===== config.mk =====
export PLATFORM = sky130hd
export DESIGN_NAME = json_string_unescape_utf8_flat
export DESIGN_NICKNAME = d
export VERILOG_FILES = /design/src/design/jsu_pkg.sv /design/src/design/jsu_in_if.sv /design/src/design/jsu_out_if.sv /design/src/design/jsu_front.sv /design/src/design/jsu_queue.sv /design/src/design/jsu_back.sv /design/src/design/json_string_unescape_utf8.sv /design/src/flat_wrapper.sv
export SDC_FILE = /design/constraint.sdc
export NUM_CORES = 1
export LEC_CHECK = 0
export BUFFER_PORTS_ARGS = -buffer_cell sky130_fd_sc_hd__buf_2
export CORE_ASPECT_RATIO = 1.25
export CORE_UTILIZATION = 49
export DETAILED_ROUTE_END_ITERATION = 16
export GPL_ROUTABILITY_DRIVEN = 0
export HOLD_SLACK_MARGIN = 0.06
export PLACE_DENSITY = 0.65
export SYNTH_ARGS = -nofsm -noshare
export SYNTH_HDL_FRONTEND = slang
export SYNTH_SLANG_ARGS = --single-unit

===== constraint.sdc =====
create_clock -name clk -period 3.33 [get_ports clk]
set_clock_uncertainty 0.05 [all_clocks]
set_input_delay 0.333 -clock clk [delete_from_list [all_inputs] [get_ports clk]]
set_output_delay 0.333 -clock clk [all_outputs]
set_load 0.05 [all_outputs]

===== src/design/jsu_pkg.sv =====
package jsu_pkg;

  localparam int QDEPTH = 4;
  localparam int QPTR_W = $clog2(QDEPTH);
  localparam int QCNT_W = $clog2(QDEPTH + 1);

  typedef enum logic [2:0] {
    ST_BUSY     = 3'd0,
    ST_DONE     = 3'd1,
    ST_NO_QUOTE = 3'd2,
    ST_BAD_ESC  = 3'd3,
    ST_BAD_HEX  = 3'd4,
    ST_BAD_SURR = 3'd5,
    ST_UNTERM   = 3'd6
  } status_t;

  // n = 0 marks a step that yields a single result with no byte
  typedef struct packed {
    logic [3:0][7:0] bytes;
    logic [2:0]      n;
    status_t         st;
  } entry_t;

endpackage


===== src/design/jsu_in_if.sv =====
interface jsu_in_if;
  import jsu_pkg::*;

  logic       valid;
  logic       ready;
  logic [7:0] text_byte;
  logic       text_end;

  modport source (output valid, output text_byte, output text_end, input ready);
  modport sink (input valid, input text_byte, input text_end, output ready);
endinterface


===== src/design/jsu_out_if.sv =====
interface jsu_out_if;
  import jsu_pkg::*;

  logic       valid;
  logic       ready;
  logic [7:0] utf8_byte;
  logic       byte_valid;
  logic [2:0] status;
  logic       last_result;

  modport source (output valid, output utf8_byte, output byte_valid, output status,
                  output last_result, input ready);
  modport sink (input valid, input utf8_byte, input byte_valid, input status,
                input last_result, output ready);
endinterface


===== src/design/jsu_front.sv =====
module jsu_front import jsu_pkg::*; (
  input  logic   clk,
  input  logic   rst,
  jsu_in_if.sink in_ch,
  input  logic   full,
  output logic   push,
  output entry_t push_data
);

  typedef enum logic [6:0] {
    M_IDLE    = 7'b0000001,
    M_BODY    = 7'b0000010,
    M_ESC     = 7'b0000100,
    M_HEX1    = 7'b0001000,
    M_PAIR_BS = 7'b0010000,
    M_PAIR_U  = 7'b0100000,
    M_HEX2    = 7'b1000000
  } mode_t;

  mode_t       mode, mode_next;
  logic [15:0] hex_accum, hex_accum_next;
  logic [9:0]  high_half, high_half_next;
  logic [1:0]  hex_count, hex_count_next;

  logic [7:0]  b;
  logic        hex_ok;
  logic [3:0]  hex_digit;
  logic [15:0] hex_new;
  logic [20:0] pair_cp;
  entry_t      ent;

  function automatic entry_t utf8_enc(input logic [20:0] cp);
    entry_t e;
    e = '0;
    if (cp < 21'h80) begin
      e.bytes[0] = cp[7:0];
      e.n        = 3'd1;
    end else if (cp < 21'h800) begin
      e.bytes[0] = 8'hC0 | {3'b000, cp[10:6]};
      e.bytes[1] = 8'h80 | {2'b00, cp[5:0]};
      e.n        = 3'd2;
    end else if (cp < 21'h10000) begin
      e.bytes[0] = 8'hE0 | {4'b0000, cp[15:12]};
      e.bytes[1] = 8'h80 | {2'b00, cp[11:6]};
      e.bytes[2] = 8'h80 | {2'b00, cp[5:0]};
      e.n        = 3'd3;
    end else begin
      e.bytes[0] = 8'hF0 | {5'b00000, cp[20:18]};
      e.bytes[1] = 8'h80 | {2'b00, cp[17:12]};
      e.bytes[2] = 8'h80 | {2'b00, cp[11:6]};
      e.bytes[3] = 8'h80 | {2'b00, cp[5:0]};
      e.n        = 3'd4;
    end
    return e;
  endfunction

  assign b           = in_ch.text_byte;
  assign in_ch.ready = !full;
  assign push        = in_ch.valid && !full;
  assign push_data   = ent;

  always_comb begin
    hex_ok    = 1'b1;
    hex_digit = 4'd0;
    if (b inside {["0":"9"]}) begin
      hex_digit = 4'(b - 8'h30);
    end else if (b inside {["a":"f"]}) begin
      hex_digit = 4'(b - 8'h57);
    end else if (b inside {["A":"F"]}) begin
      hex_digit = 4'(b - 8'h37);
    end else begin
      hex_ok = 1'b0;
    end
  end

  assign hex_new = {hex_accum[11:0], hex_digit};
  assign pair_cp = 21'h10000 + {1'b0, high_half, hex_new[9:0]};

  always_comb begin
    mode_next      = mode;
    hex_accum_next = hex_accum;
    high_half_next = high_half;
    hex_count_next = hex_count;
    ent            = '0;
    ent.st         = ST_BUSY;

    case (mode)
      M_BODY: begin
        if (b == "\"") begin
          ent.st = ST_DONE;
        end else if (b == "\\") begin
          mode_next = M_ESC;
        end else begin
          ent.bytes[0] = b;
          ent.n        = 3'd1;
        end
      end
      M_ESC: begin
        mode_next = M_BODY;
        ent.n     = 3'd1;
        case (b)
          "\"": ent.bytes[0] = 8'h22;
          "\\": ent.bytes[0] = 8'h5C;
          "/":  ent.bytes[0] = 8'h2F;
          "b":  ent.bytes[0] = 8'h08;
          "f":  ent.bytes[0] = 8'h0C;
          "n":  ent.bytes[0] = 8'h0A;
          "r":  ent.bytes[0] = 8'h0D;
          "t":  ent.bytes[0] = 8'h09;
          "u": begin
            ent.n          = 3'd0;
            mode_next      = M_HEX1;
            hex_accum_next = '0;
            hex_count_next = '0;
          end
          default: begin
            ent.n     = 3'd0;
            mode_next = M_ESC;
            ent.st    = ST_BAD_ESC;
          end
        endcase
      end
      M_HEX1, M_HEX2: begin
        if (!hex_ok) begin
          ent.st = ST_BAD_HEX;
        end else if (hex_count != 2'd3) begin
          hex_accum_next = hex_new;
          hex_count_next = hex_count + 2'd1;
        end else begin
          hex_accum_next = '0;
          hex_count_next = '0;
          if (mode == M_HEX1) begin
            if (hex_new >= 16'hD800 && hex_new <= 16'hDBFF) begin
              high_half_next = hex_new[9:0];
              mode_next      = M_PAIR_BS;
            end else if (hex_new >= 16'hDC00 && hex_new <= 16'hDFFF) begin
              ent.st = ST_BAD_SURR;
            end else begin
              ent       = utf8_enc({5'd0, hex_new});
              mode_next = M_BODY;
            end
          end else begin
            if (hex_new >= 16'hDC00 && hex_new <= 16'hDFFF) begin
              ent       = utf8_enc(pair_cp);
              mode_next = M_BODY;
            end else begin
              ent.st = ST_BAD_SURR;
            end
          end
        end
      end
      M_PAIR_BS: begin
        if (b == "\\") begin
          mode_next = M_PAIR_U;
        end else begin
          ent.st = ST_BAD_SURR;
        end
      end
      M_PAIR_U: begin
        if (b == "u") begin
          mode_next      = M_HEX2;
          hex_accum_next = '0;
          hex_count_next = '0;
        end else begin
          ent.st = ST_BAD_SURR;
        end
      end
      default: begin
        mode_next = M_IDLE;
        if (b == " " || b == 8'h09 || b == 8'h0A || b == 8'h0D) begin
          if (in_ch.text_end) begin
            ent.st = ST_NO_QUOTE;
          end
        end else if (b == "\"") begin
          mode_next = M_BODY;
        end else begin
          ent.st = ST_NO_QUOTE;
        end
      end
    endcase

    if (ent.st == ST_BUSY && in_ch.text_end && mode_next != M_IDLE) begin
      ent.st = ST_UNTERM;
    end
    if (ent.st != ST_BUSY) begin
      mode_next      = M_IDLE;
      hex_accum_next = '0;
      high_half_next = '0;
      hex_count_next = '0;
    end
  end

  always_ff @(posedge clk) begin
    if (rst) begin
      mode      <= M_IDLE;
      hex_accum <= '0;
      high_half <= '0;
      hex_count <= '0;
    end else if (push) begin
      mode      <= mode_next;
      hex_accum <= hex_accum_next;
      high_half <= high_half_next;
      hex_count <= hex_count_next;
    end
  end

endmodule


===== src/design/jsu_queue.sv =====
module jsu_queue import jsu_pkg::*; (
  input  logic   clk,
  input  logic   rst,
  input  logic   push,
  input  entry_t push_data,
  input  logic   pop,
  output logic   full,
  output logic   empty,
  output entry_t head
);

  entry_t              slots [QDEPTH];
  logic [QPTR_W-1:0]   wr_ptr;
  logic [QPTR_W-1:0]   rd_ptr;
  logic [QCNT_W-1:0]   count;

  assign full  = (count == QCNT_W'(QDEPTH));
  assign empty = (count == '0);
  assign head  = slots[rd_ptr];

  always_ff @(posedge clk) begin
    if (push) begin
      slots[wr_ptr] <= push_data;
    end
  end

  always_ff @(posedge clk) begin
    if (rst) begin
      wr_ptr <= '0;
      rd_ptr <= '0;
      count  <= '0;
    end else begin
      if (push) begin
        wr_ptr <= wr_ptr + QPTR_W'(1);
      end
      if (pop) begin
        rd_ptr <= rd_ptr + QPTR_W'(1);
      end
      if (push && !pop) begin
        count <= count + QCNT_W'(1);
      end else if (pop && !push) begin
        count <= count - QCNT_W'(1);
      end
    end
  end

endmodule


===== src/design/jsu_back.sv =====
module jsu_back import jsu_pkg::*; (
  input  logic        clk,
  input  logic        rst,
  input  logic        empty,
  input  entry_t      head,
  output logic        pop,
  jsu_out_if.source   out_ch
);

  entry_t     cur;
  logic       cur_valid;
  logic [1:0] idx;
  logic       last;
  logic       load;

  assign last = (cur.n == 3'd0) || (idx == 2'(cur.n - 3'd1));
  assign load = !cur_valid || (out_ch.valid && out_ch.ready && last);
  assign pop  = load && !empty;

  assign out_ch.valid       = cur_valid;
  assign out_ch.utf8_byte   = cur.bytes[idx];
  assign out_ch.byte_valid  = (cur.n != 3'd0);
  assign out_ch.status      = last ? cur.st : ST_BUSY;
  assign out_ch.last_result = last;

  always_ff @(posedge clk) begin
    if (rst) begin
      cur_valid <= 1'b0;
      idx       <= '0;
    end else if (load) begin
      cur_valid <= !empty;
      idx       <= '0;
    end else if (out_ch.valid && out_ch.ready) begin
      idx <= idx + 2'd1;
    end
  end

  always_ff @(posedge clk) begin
    if (pop) begin
      cur <= head;
    end
  end

endmodule


===== src/design/json_string_unescape_utf8.sv =====
// JSON string unescaper with UTF-8 output. Accepts one text byte per cycle and
// returns one to four results for it, one result per cycle while out_ch.ready
// is high, in order; the last result of each byte carries last_result and the
// step's status. A four-entry queue between the parser and the output stage
// lets input run at one byte per cycle while multi-byte UTF-8 sequences drain;
// input stalls only when that queue is full. A byte's results are written to a
// queue slot and then registered in the output stage before they appear.
module json_string_unescape_utf8 import jsu_pkg::*; (
  input  logic      clk,
  input  logic      rst,
  jsu_in_if.sink    in_ch,
  jsu_out_if.source out_ch
);

  logic   push;
  logic   pop;
  logic   full;
  logic   empty;
  entry_t push_data;
  entry_t head;

  jsu_front u_front (
    .clk       (clk),
    .rst       (rst),
    .in_ch     (in_ch),
    .full      (full),
    .push      (push),
    .push_data (push_data)
  );

  jsu_queue u_queue (
    .clk       (clk),
    .rst       (rst),
    .push      (push),
    .push_data (push_data),
    .pop       (pop),
    .full      (full),
    .empty     (empty),
    .head      (head)
  );

  jsu_back u_back (
    .clk    (clk),
    .rst    (rst),
    .empty  (empty),
    .head   (head),
    .pop    (pop),
    .out_ch (out_ch)
  );

endmodule

===== src/flat_wrapper.sv =====
// flat-port wrapper written by rule: the top's interface ports become plain ports
module json_string_unescape_utf8_flat import jsu_pkg::*;
  (clk, rst, in_ch_valid, in_ch_text_byte, in_ch_text_end, in_ch_ready, out_ch_valid, out_ch_utf8_byte, out_ch_byte_valid, out_ch_status, out_ch_last_result, out_ch_ready);
  jsu_in_if in_ch_i ();
  jsu_out_if out_ch_i ();
  input  logic clk;
  input  logic rst;
  input wire logic [$bits(in_ch_i.valid)-1:0] in_ch_valid;
  input wire logic [$bits(in_ch_i.text_byte)-1:0] in_ch_text_byte;
  input wire logic [$bits(in_ch_i.text_end)-1:0] in_ch_text_end;
  output wire logic [$bits(in_ch_i.ready)-1:0] in_ch_ready;
  output wire logic [$bits(out_ch_i.valid)-1:0] out_ch_valid;
  output wire logic [$bits(out_ch_i.utf8_byte)-1:0] out_ch_utf8_byte;
  output wire logic [$bits(out_ch_i.byte_valid)-1:0] out_ch_byte_valid;
  output wire logic [$bits(out_ch_i.status)-1:0] out_ch_status;
  output wire logic [$bits(out_ch_i.last_result)-1:0] out_ch_last_result;
  input wire logic [$bits(out_ch_i.ready)-1:0] out_ch_ready;
  assign in_ch_i.valid = in_ch_valid;
  assign in_ch_i.text_byte = in_ch_text_byte;
  assign in_ch_i.text_end = in_ch_text_end;
  assign in_ch_ready = in_ch_i.ready;
  assign out_ch_valid = out_ch_i.valid;
  assign out_ch_utf8_byte = out_ch_i.utf8_byte;
  assign out_ch_byte_valid = out_ch_i.byte_valid;
  assign out_ch_status = out_ch_i.status;
  assign out_ch_last_result = out_ch_i.last_result;
  assign out_ch_i.ready = out_ch_ready;
  json_string_unescape_utf8 u_core (.clk(clk), .rst(rst), .in_ch(in_ch_i), .out_ch(out_ch_i));
endmodule

==> summary.txt <==
Run status
  • Status: complete, no violations

Die
  • Core ar.: 20320 um2
  • Die area: between 20000 and 25000 um2
  • Starting density of the core: between 50% and 60%
  • # IOs: 28
  • Die height: about 160 um
  • Row Count: 58
  • Die X: between 100 and 150 um

Timing
  • Final Hold Viols: 0
  • Final setup fails: 0
  • Period utilization: roughly nine tenths
  • Slew Viols, Final: 0
  • Minimum clock period: 2.956 ns
  • RSZ-0062 raised after global routing: false
  • Relative max-transition margin: between 30% and 40%
  • Least-Margin Pin Slew: 0.9548 ns
  • Fin Setup TNS: 0 ns
  • Fmax: 338.3 MHz

Critical path
  • Worst endpoint data arrival time: ~3.1 ns
  • Max incr delay on CP: between 0.6 and 0.7 ns
  • Kind of critical path: reg -> reg
  • Worst Path Required: about 3.5 ns
  • Worst R2R Setup Slack: about 0.37 ns
  • Crit-path cells: or4_4 > nor3_4 > nand2_1 > a2111oi_0 > a311oi_1 > o21ai_1
  • Critical path endpoint category: flop
  • CP Launch Type: flop
  • Crit path max fanout: 9
  • Slowest stage cell, crit path: or4_4

Logic synthesis
  • Share of synthesized registers carrying an async set or reset: 0%
  • Simple-gate share of the synthesized area: 12.89%
  • Sequential cell area fraction in the yosys report: between 50 and 60%
  • Synth Area in Compound Gates: about an eighth
  • Post-synthesis mux area share: 9.327%
  • Area leader, netlist: edfxtp_1
  • Number of synthesized flops with an enable pin: approximately 180
  • Post-synth top area share: 51.28%
  • Primary FF master, synth: edfxtp_1
  • Cell variety after synth: 93
  • Mean Syn Cell Area: 13.68 um2
  • Post-Syn Nets: about 780
  • Yosys warning total: 0
  • Post-Syn Instances: 749
  • Count of state elements after synthesis: ~220
  • Largest family of logic cells by synthesized area: simple AND/OR/NAND/NOR gates
  • Mapped cell area: 10250 um2
  • Top area cells in the synthesized netlist: edfxtp_1, mux4_2, dfxtp_1
  • Synth Area in Adders: between 1.5 and 2%
  • Synth Area in XOR/XNOR: less than 1%

Clocking
  • Root Buffer: clkbuf_16
  • CTS H-Tree Depth: 1
  • Worst-case clock buffer depth: 3
  • Hold Buf Count CTS: 0
  • Clk sinks: between 200 and 250
  • TritonCTS clock tree: built
  • Post-CTS sizing: 0
  • Total CTS buffers: 21
  • Clk pin slew, worst setup/hold paths: roughly 0.060 ns
  • Number of setup buffers added after CTS: 0
  • Worst skew pair latency: around 0.49 ns

Placement
  • Port bufs: 27
  • Placement Cell Area: 10700 um2
  • Total placed cells including tap cells: ~1000
  • Post-DP HPWL: between 15 and 20 mm

GRT
  • GRT Util Overall: between 20 and 25%
  • Antenna violations before repair: 0
  • First-pass GRT wire length: around 36 mm
  • Gr ovfl total: 0
  • Vias in the first global route: about 6500
  • Largest net degree at the start of global routing: 37

Min path
  • HP Class: in -> reg

Detailed routing
  • Vias: 6642
  • Final wirelength: between 20 and 25 mm
  • Routed Antenna Nets: 0
  • Routed vias/inst: 6.225
  • Drt first pass iters: 5
  • Drt wl/cell: ~21 um
  • Starting DRT DRC Count: between 500 and 600
  • DRC Markers: 0

Run
  • Maximum capacitance violations: 0

Cells and area
  • Post-route cell area: 11360 um2
  • Ant. Diodes: 0
  • Fraction of layout cells with a size suffix above 1: 20.95%
  • Layout fillers: between 1500 and 2000
  • Final #Nets: roughly 810
  • P&R area growth vs syn: 10.83%
  • Final std cells w/o fill: around 1100

Pwr
  • Total Power: 7.717 mW
  • Maximum vdd drop: slightly above 0.4 mV
  • Pwr Density: ~680 nW/um2
  • Leak: ~3.6 nW
stage by stage:
step | setup slack [ns] | utilization (%) | hold slack (ns)
finish | 0.3740 | 55.90 | 0.1571
global route | 0.2584 | 55.90 | 0.1701
CTS | 0.4130 | 55.90 | 0.1381
detailed placement | 0.1761 | 52.67 | 0.4360
global placement | 0.2479 | 52.67 | 0.4286
floorplan | 0.01145 | - | 0.4159
Yosys cell counts (all sizes together) (20+ instances only):
| cell | number |
|---|---|
| inv | 36 |
| nor3 | 22 |
| o22ai | 30 |
| clkbuf | 22 |
| buf | 20 |
| dfxtp | 41 |
| o21ai | 22 |
| edfxtp | 175 |
| nand2 | 50 |
| a21oi | 24 |
| nor2 | 41 |
| mux4 | 42 |
layer usage:
metal  GRT usage (%)  wire length, um
met2           38.13            11500
met3           2.469             1272
met1           26.95             9065
met5               0                0
met4           10.84             1079
flip-flops by register name, summed over array words and instances, names as in the netlist, 3 cells and up:
signal                    cells
u_core.u_front.mode           7
u_core.u_front.high_half     10
u_core.u_queue.count          3
u_core.u_queue.slots        140
u_core.u_front.hex_accum     12
u_core.u_back.cur            35
cells by family after synthesis:
logic type,count (synthesis)
AND/OR/NAND/NOR,227
flip-flops,216
AO/OA/AOI/OAI,161
buffers and inverters,78
multiplexers,43
adder cells (fa/ha/maj),13
XOR/XNOR,11
final timing paths:
check | start | endpoint | cells after the start
setup / recovery | u_core.u_front.mode[1] | u_core.u_queue.slots[2][6] | 6
hold / removal | out_ch_ready | u_core.u_back.out_ch.valid | 3
hold reg to reg | u_core.u_queue.wr_ptr[1] | u_core.u_queue.wr_ptr[1] | 2
setup reg to reg | u_core.u_front.mode[1] | u_core.u_queue.slots[2][6] | 6
where the power goes:
| part | internal (mW) | switching, mW | leakage [nW] | total [mW] |
|---|---|---|---|---|
| sequential | 3.47 | 0.162 | 1.90 | 3.63 |
| clock | 1.33 | 0.930 | 0.320 | 2.26 |
| combinational | 0.668 | 1.16 | 1.35 | 1.83 |
| total | 5.47 | 2.25 | 3.57 | 7.72 |
layout by cell type, fill, tap and decap left out, drive strengths merged, types with 17 or more instances in the layout:
cell type    n
edfxtp     175
buf         53
nand2       50
mux4        42
nor2        41
dfxtp       41
inv         36
o22ai       30
clkbuf      26
a21oi       24
nor3        22
o21ai       22
nand3       17
area by class of cell:
cell class | instances | area [um2] | area share [%]
clock buffers | 26 | 554.3 | 4.880
clock inverters | 11 | 101.3 | 0.8923
inverters | 36 | 135.1 | 1.190
multi-input cells | 455 | 3810 | 33.54
flip-flops and latches | 216 | 6077 | 53.50
well taps | 270 | 337.8 | 2.974
repair buffers | 53 | 342.8 | 3.018
worst max-delay path: cells and delay by family (launching register included):
| kind | cells | cell delay [ns] |
|---|---|---|
| AOI/OAI and AO/OA | 3 | 1.07 |
| DFF | 1 | 0.37 |
| and+or+nand+nor | 3 | 1.20 |
Power figures use the tool's default switching activity.
